## config.mk

```make
export PLATFORM = sky130hd
export DESIGN_NAME = mmhq_ctrl
export DESIGN_NICKNAME = d
export VERILOG_FILES = /design/src/hw/rtl/mmhq_pkg.sv /design/src/hw/rtl/mmhq_ctrl.sv
export SDC_FILE = /design/constraint.sdc
export NUM_CORES = 1
export LEC_CHECK = 0
export BUFFER_PORTS_ARGS = -buffer_cell sky130_fd_sc_hd__buf_2
export CORE_MARGIN = 2
export CORE_UTILIZATION = 34
export CTS_CLUSTER_DIAMETER = 200
export DETAILED_ROUTE_END_ITERATION = 6
export GPL_ROUTABILITY_DRIVEN = 0
export MAX_ROUTING_LAYER = met4
export PLACE_DENSITY = 0.58
export SYNTH_ARGS = -nofsm -noshare
export SYNTH_HDL_FRONTEND = slang
export SYNTH_SLANG_ARGS = --single-unit
export TNS_END_PERCENT = 5
```

## constraint.sdc

```tcl
create_clock -name clk_i -period 2.6 [get_ports clk_i]
set_input_delay 0.13 -clock clk_i [delete_from_list [all_inputs] [get_ports clk_i]]
set_output_delay 0.13 -clock clk_i [all_outputs]
set_load 0.005 [all_outputs]
```

## src/hw/rtl/mmhq_pkg.sv

```systemverilog
`default_nettype none
package mmhq_pkg;

  localparam int unsigned KeyW   = 32;
  localparam int unsigned CountW = 11;

  typedef enum logic [1:0] {
    OP_INSERT  = 2'd0,
    OP_EXT_MIN = 2'd1,
    OP_EXT_MAX = 2'd2,
    OP_CLEAR   = 2'd3
  } mmhq_op_e;

  typedef enum logic [1:0] {
    ST_OK    = 2'd0,
    ST_EMPTY = 2'd1,
    ST_FULL  = 2'd2
  } mmhq_status_e;

  typedef enum logic [4:0] {
    S_IDLE, S_DISPATCH, S_RD2, S_RD3, S_SEL, S_RDS, S_CAPS, S_RDL, S_CAPL,
    S_SKTOP, S_SKRD, S_SKCMP, S_SKEVAL, S_SKRP, S_SKCP, S_WKI,
    S_RSTOP, S_RSCP, S_RSCG, S_F1, S_F2, S_F3, S_F4, S_DONE
  } mmhq_state_e;

  typedef enum logic [4:0] {
    C_NOP, C_ACCEPT, C_DISPATCH, C_RD2, C_RD3, C_SEL, C_RDS, C_CAPS, C_RDL, C_CAPL,
    C_SKTOP, C_SKRD, C_SKCMP, C_SKEVAL, C_SKRP, C_SKCP, C_WKI,
    C_RSTOP, C_RSCP, C_RSCG, C_F1, C_F2, C_F3, C_F4, C_LOAD
  } mmhq_cmd_e;

  typedef struct packed {
    mmhq_cmd_e cmd;
    logic      idle;
  } mmhq_ctl_t;

  typedef struct packed {
    mmhq_op_e op;
    logic     fill_zero;
    logic     fill_one;
    logic     fill_two;
    logic     fill_full;
    logic     idx_one;
    logic     idx_gt3;
    logic     slot_last;
    logic     sk_full;
    logic     sk_leaf;
    logic     cand_end;
    logic     swap_p;
    logic     swap_g;
    logic     beat_best;
    logic     best_wins;
    logic     best_gc;
    logic     cp_swap;
    logic     full_walk;
    logic     out_free;
  } mmhq_sts_t;

  // a strictly ahead of b on a max level (mx) or a min level
  function automatic logic ranks_before(input logic [KeyW-1:0] a,
                                        input logic [KeyW-1:0] b,
                                        input logic mx);
    ranks_before = mx ? (a > b) : (a < b);
  endfunction

endpackage
`default_nettype wire

```

## src/hw/rtl/mmhq_ctrl.sv

```systemverilog
`default_nettype none
module mmhq_ctrl (
  input  wire logic               clk_i,
  input  wire logic               rst_ni,
  input  wire logic               in_valid_i,
  input  wire mmhq_pkg::mmhq_sts_t sts_i,
  output mmhq_pkg::mmhq_ctl_t     ctl_o
);
  import mmhq_pkg::*;

  mmhq_state_e state_q, state_d;

  always_ff @(posedge clk_i or negedge rst_ni) begin
    if (!rst_ni) begin
      state_q <= S_IDLE;
    end else begin
      state_q <= state_d;
    end
  end

  always_comb begin
    state_d = state_q;
    case (state_q)
      S_IDLE:     if (in_valid_i) state_d = S_DISPATCH;
      S_DISPATCH: begin
        case (sts_i.op)
          OP_INSERT:  state_d = sts_i.fill_full ? S_F1 : S_RSTOP;
          OP_EXT_MIN: state_d = sts_i.fill_zero ? S_F1 : S_RDS;
          OP_EXT_MAX: begin
            if (sts_i.fill_zero) state_d = S_F1;
            else if (sts_i.fill_one || sts_i.fill_two) state_d = S_RDS;
            else state_d = S_RD2;
          end
          default:    state_d = S_F1;
        endcase
      end
      S_RD2:    state_d = S_RD3;
      S_RD3:    state_d = S_SEL;
      S_SEL:    state_d = S_RDL;
      S_RDS:    state_d = S_CAPS;
      S_CAPS:   state_d = S_RDL;
      S_RDL:    state_d = S_CAPL;
      S_CAPL:   state_d = sts_i.slot_last ? S_F1 : S_SKTOP;
      S_SKTOP: begin
        if (sts_i.sk_full) state_d = S_SKRD;
        else if (sts_i.sk_leaf) state_d = S_WKI;
        else state_d = S_SKRD;
      end
      S_SKRD:   state_d = sts_i.cand_end ? S_SKEVAL : S_SKCMP;
      S_SKCMP:  state_d = S_SKRD;
      S_SKEVAL: begin
        if (sts_i.full_walk) begin
          state_d = sts_i.beat_best ? S_WKI : S_SKRP;
        end else if (sts_i.best_wins && sts_i.best_gc) begin
          state_d = S_SKRP;
        end else begin
          state_d = S_WKI;
        end
      end
      S_SKRP:   state_d = S_SKCP;
      S_SKCP:   state_d = sts_i.full_walk ? S_SKTOP : S_WKI;
      S_WKI:    state_d = S_F1;
      S_RSTOP:  state_d = sts_i.idx_one ? S_WKI : S_RSCP;
      S_RSCP: begin
        if (sts_i.swap_p) state_d = S_RSTOP;
        else if (sts_i.idx_gt3) state_d = S_RSCG;
        else state_d = S_WKI;
      end
      S_RSCG:   state_d = sts_i.swap_g ? S_RSTOP : S_WKI;
      S_F1:     state_d = sts_i.fill_zero ? S_DONE : S_F2;
      S_F2:     state_d = sts_i.fill_one ? S_DONE : S_F3;
      S_F3:     state_d = sts_i.fill_two ? S_DONE : S_F4;
      S_F4:     state_d = S_DONE;
      S_DONE:   if (sts_i.out_free) state_d = S_IDLE;
      default:  state_d = S_IDLE;
    endcase
  end

  always_comb begin
    ctl_o.idle = (state_q == S_IDLE);
    case (state_q)
      S_IDLE:     ctl_o.cmd = in_valid_i ? C_ACCEPT : C_NOP;
      S_DISPATCH: ctl_o.cmd = C_DISPATCH;
      S_RD2:      ctl_o.cmd = C_RD2;
      S_RD3:      ctl_o.cmd = C_RD3;
      S_SEL:      ctl_o.cmd = C_SEL;
      S_RDS:      ctl_o.cmd = C_RDS;
      S_CAPS:     ctl_o.cmd = C_CAPS;
      S_RDL:      ctl_o.cmd = C_RDL;
      S_CAPL:     ctl_o.cmd = C_CAPL;
      S_SKTOP:    ctl_o.cmd = C_SKTOP;
      S_SKRD:     ctl_o.cmd = C_SKRD;
      S_SKCMP:    ctl_o.cmd = C_SKCMP;
      S_SKEVAL:   ctl_o.cmd = C_SKEVAL;
      S_SKRP:     ctl_o.cmd = C_SKRP;
      S_SKCP:     ctl_o.cmd = C_SKCP;
      S_WKI:      ctl_o.cmd = C_WKI;
      S_RSTOP:    ctl_o.cmd = C_RSTOP;
      S_RSCP:     ctl_o.cmd = C_RSCP;
      S_RSCG:     ctl_o.cmd = C_RSCG;
      S_F1:       ctl_o.cmd = C_F1;
      S_F2:       ctl_o.cmd = C_F2;
      S_F3:       ctl_o.cmd = C_F3;
      S_F4:       ctl_o.cmd = C_F4;
      S_DONE:     ctl_o.cmd = sts_i.out_free ? C_LOAD : C_NOP;
      default:    ctl_o.cmd = C_NOP;
    endcase
  end
endmodule
`default_nettype wire

```

### After elaboration in Yosys (flattened, before gate mapping)

Cells that the tools add are included.

* flip-flop bits (word level): 5
* bits of input ports: 23
* output and inout port bits: 6
* word-level logic and storage cells: 60

* eq/ne operators: 27
* muxes and demuxes: 26
* reductions and logical operators: 6

Operators with widths (number)
* 5-bit one-hot mux with 24 select lines: 1
* 5-bit one-hot mux with 23 select lines: 1
* 5-bit two-way mux: 10
* 5-bit by 4-bit == test with 1-bit output, second input constant: 8
* 5-bit == test, second input constant: 8
* 5-bit by 3-bit == test with 1-bit output, second input constant: 4
* 3-bit two-way mux: 5
* 5-bit one-hot mux with 3 select lines: 1
* 2-bit two-way mux: 6
* 5-bit by 2-bit == test with 1-bit output, second input constant: 2
* 5-bit by 1-bit == test with 1-bit output, second input constant: 1
* 5-bit zero test: 1
* 2-bit inequality test, second input constant: 2
* 2-bit by 1-bit == test with 1-bit output, second input constant: 1
* 2-bit == test, second input constant: 1
* 2-bit zero test: 1
* 1-bit two-way mux: 2
* 2-bit AND reduction: 1
* 2-bit OR reduction: 1
* 1-bit logical AND: 1
* 1-bit logical OR: 1

### Longest topological paths before layout

* depth after elaboration: 5
* mapped depth: 7
* mapped depth without buffers: 5

### Worst setup path before layout

No wires, ideal clock.

* kind: reg2reg
* from: register state_q[3]
* to: register state_q[1]
* setup time: 0.138 ns
* data arrival time: 1.523 ns
* required time: 2.462 ns
* path slack: 0.938 ns
* stages on the path, launching flop included: 7
* buffers on the path: 1
* period minus slack after synthesis: 1.662 ns
* cell sequence: dfrtp_1 buf_6 nor2b_1 nand3_1 o32ai_1 or3b_1 or4_1

* word-level cells in the longest chain between the ends: 3
* elaborated cells between the ends (all ways): 29
* classes of those cells: eq/ne (25); mux (1); reduce/logical (3)

Ends and longest elaborated chain
* start: declaration: line mmhq_ctrl.sv:11 `mmhq_state_e state_q, state_d;`
* start signal: assignment: line mmhq_ctrl.sv:17 `state_q <= state_d;`
* 5-bit by 3-bit == test with 1-bit output (tied with other cells): line mmhq_ctrl.sv:23 `case (state_q)`
* 2-bit OR reduction (no source line) or 2-bit inequality test (tied branches)
* 5-bit one-hot mux with 23 select lines or 2-bit AND reduction (tied branches)

Parallel ways exist; a longest one is shown, timed or not.
A chain may end at the register's enable or synchronous reset.

### Final worst setup path

* from: register state_q[4]
* to: register state_q[1]

The elaborated chain is that of the path after synthesis.

==> summary by stage <==
Timing
Between clock sinks in the finished design, the worst skew comes to 2.23 ps. The total setup violations reported at the end of the flow is 0. The number of hold-slack violations in the final timing report was 0. The worst-case hold slack is between 200 and 250 ps. Setup repair after global routing left no endpoint under its margin. Based on the critical path, the design can be clocked at up to 484 MHz.

The accumulated negative setup slack is 0 ps. The final period utilization is about four fifths. For the finished layout, the period the worst path requires is 2060 ps.

The number of max-slew violations in the final report is 0. For the pin with the worst max-slew slack, the measured transition is between 500 and 600 ps. Measured against its own limit, the worst slew margin works out to 64.4%.

Setup path
The worst setup path is launched from a register. The startpoint of the worst register-to-register path is state_q[4]. The number of cell instances on the worst register-to-register path is 6.

The critical register-to-register path endpoint is state_q[1]. The worst endpoint data arrival time is 2170 ps. The kind of end point of the critical path is a register. The highest net fanout along the worst path is 14. The critical path class is reg2reg. The worst path required time is 2700 ps.

The setup slack of the most critical reg-to-reg path is 540 ps.

Yosys
The mapped cell area is 832 um2. Yosys attributes the largest share of cell area to dfrtp_1, a21oi_1, nand2b_1. For this run, the leading register cell type out of synthesis is dfrtp_1.

The share of synthesized area in the top cell type comes to 15.0%. After synthesis, the most frequently instantiated cells are a21oi_1, nand2_1, nor2_1, nand2b_1. The number of enable flip-flop cells after synthesis is 0.

Summing the sequential cell areas from Yosys gives 15.0% of the chip area. The synthesized design contains 5 register bits. The share of async-settable or async-resettable flops after synthesis is between 90% and 100%. Counting every net in the synthesized netlist gives 148. The largest area contributor in the synthesized netlist is dfrtp_1.

For this run, the number of Yosys warnings is 0. The unique cell type count in the Yosys netlist is 39. The synthesized instance count is 125.

In this run the mean area of a mapped cell was between 6 and 7 um2. The most common cell in the synthesized netlist is a21oi_1.

Finish
The largest registers in the layout are state_q x5. The register with the most flip-flops in the layout has 5 of them. The share of post-route cells with drive strength above 1 is approximately a quarter. Summing all multi-input logic gate instances after layout gives 629 um2. 0 antenna diodes ended up in the layout. The filler cell count in the final layout is roughly 270. The post-layout net count is 175. The register containing the most flip-flops in the final layout is state_q. The area used by sequential logic in the layout is roughly 130 um2. From synthesis to final layout, the design area changed by 21.4%.

Clocking
At the later pin of the worst-skew pair, clock insertion delay measures 240 ps. The longest clock path from root to sink contains 2 buffers. CTS saw 5 sinks. The library cell used as clock root buffer is clkbuf_4. Buffers inserted during clock tree synthesis total 3. TritonCTS built the clock tree. The number of resized instances in the post-cts repair step is 0. Clock-pin slew was measured on the worst setup and hold paths at 40 ps.

The H-tree depth reported by CTS is 1.

Routing
The first detailed-routing pass ran for 4 iterations. After detailed routing, the number of remaining DRC violations is 0. In this run, the number of DRC markers left after iteration 0 of detailed routing was 42. In the routed layout, each cell is associated on average with a via count of 5.90. The detailed-route wire length per cell is about 15 um. The post-detailed-route count of antenna-violating nets is 0.

The detailed router placed 1056 vias in this run. After detailed routing, the total wire length is 2.65 mm.

Die
The placeable core region is 2250 um2. The floorplan step defined a die boundary enclosing 2860 um2. The initial utilization of the core area, before any placement, comes to 36.9%. The horizontal die dimension is 53.5 um.

The I/O pin count is 29. The floorplan step set the die height to around 53 um. The number of cell rows is 17.

Global route
The via count of the first global-routing pass is slightly below 1000. The first-pass GRT wire length is 4.37 mm. The largest net degree at the start of global routing is 26. The number of antenna violations at the first check in global routing is 0. Global routing used 21.2% of the available tracks across all layers. The total congestion overflow after global routing is 0.

Run
Max-cap violations in this run came to 0.

Power
Power spread over the standard cell area amounts to approximately 1100 nW/um2. Summing internal, switching and leakage power gives 1.12 mW. The leakage power total is approximately 0.41 nW. Across the VDD grid, the largest voltage drop is approximately 0.66 mV.

Place
Once detailed placement completed, the half-perimeter wirelength came to slightly above 2 mm. The port buffer count is 27.

Hold path
The path class of the lowest-slack min-delay path is in2async.

Outcome
The flow ran to the end, and the final reports show no timing, DRC or antenna violations.
power breakdown:
part	total (mW)	internal, mW	switching [mW]	leakage, nW
Sequential	0.204	0.116	0.0886	0.0611
Combinational	0.829	0.340	0.489	0.337
Clock	0.0882	0.0579	0.0303	0.0150
worst max path at each step:
stage | start | end | slack [ps] | cells after the start
after floorplan | state_q[3] | state_q[1] | 940 | 6
after global placement | state_q[4] | state_q[1] | 630 | 6
after detailed placement | state_q[4] | state_q[1] | 590 | 6
after CTS | state_q[4] | state_q[1] | 570 | 6
after global routing | state_q[4] | state_q[1] | 450 | 6
final | state_q[4] | state_q[1] | 540 | 6
cell families after synthesis:
| logic type | share of synthesized area (%) |
|---|---|
| and+or+nand+nor | 40.2 |
| xor gates and xnor gates | 2.11 |
| DFF | 15.0 |
| buffers and inverters | 9.32 |
| AOI/OAI and AO/OA | 33.4 |
critical path, cell delays in order (launching register included):
cell	delay, ps
dfrtp_1	540
buf_4	250
nand4b_1	130
o31a_1	150
o32ai_1	70
or3b_1	380
or4_1	410
placed cells by master, fill, tap and decap left out, types with 2 or more instances in the layout:
cell,instances
dfrtp_1,5
buf_4,5
clkbuf_4,3
xnor2_1,2
nand2_1,10
nor2_1,9
nand3_1,7
nor3b_1,2
a21oi_1,18
a22oi_1,2
nor3_1,7
nand2b_1,8
buf_2,27
o22ai_1,2
or4_1,3
o32ai_1,4
nand4_1,3
inv_1,3
nor2b_1,2
a221oi_1,2
nor4_1,2
o21ai_0,7
stage by stage:
stage	instance area, um2	cells	worst slack, ps	util (%)
final	1010	179	536	44.8
after global routing	1010	179	454	44.8
after CTS	1010	179	571	44.8
after detailed placement	973	174	587	43.2
after global placement	973	174	629	43.2
after floorplan	832	125	938	-
metal layers:
metal | global-route usage, % | vias up | wire (um)
met2 | 35.2 | 40 | 1240
met3 | 0.847 | 4 | 123
met4 | 6.84 | 0 | 31
met5 | - | - | 0
li1 | - | 524 | -
met1 | 27.4 | 488 | 1250
timing repair:
action / CTS / global route
buffers inserted: 0 / 0
hold endpoints to repair: 5 / 0
hold buffers: 1 / 0
layout make-up:
| type | count | area share, % |
|---|---|---|
| Sequential cell | 5 | 12.4 |
| Timing Repair Buffer | 33 | 18.1 |
| Clock buffer | 4 | 2.60 |
| Multi-Input combinational cell | 106 | 62.3 |
| Tap cell | 28 | 3.47 |
| Inverter | 3 | 1.12 |
Power figures use the tool's default switching activity.
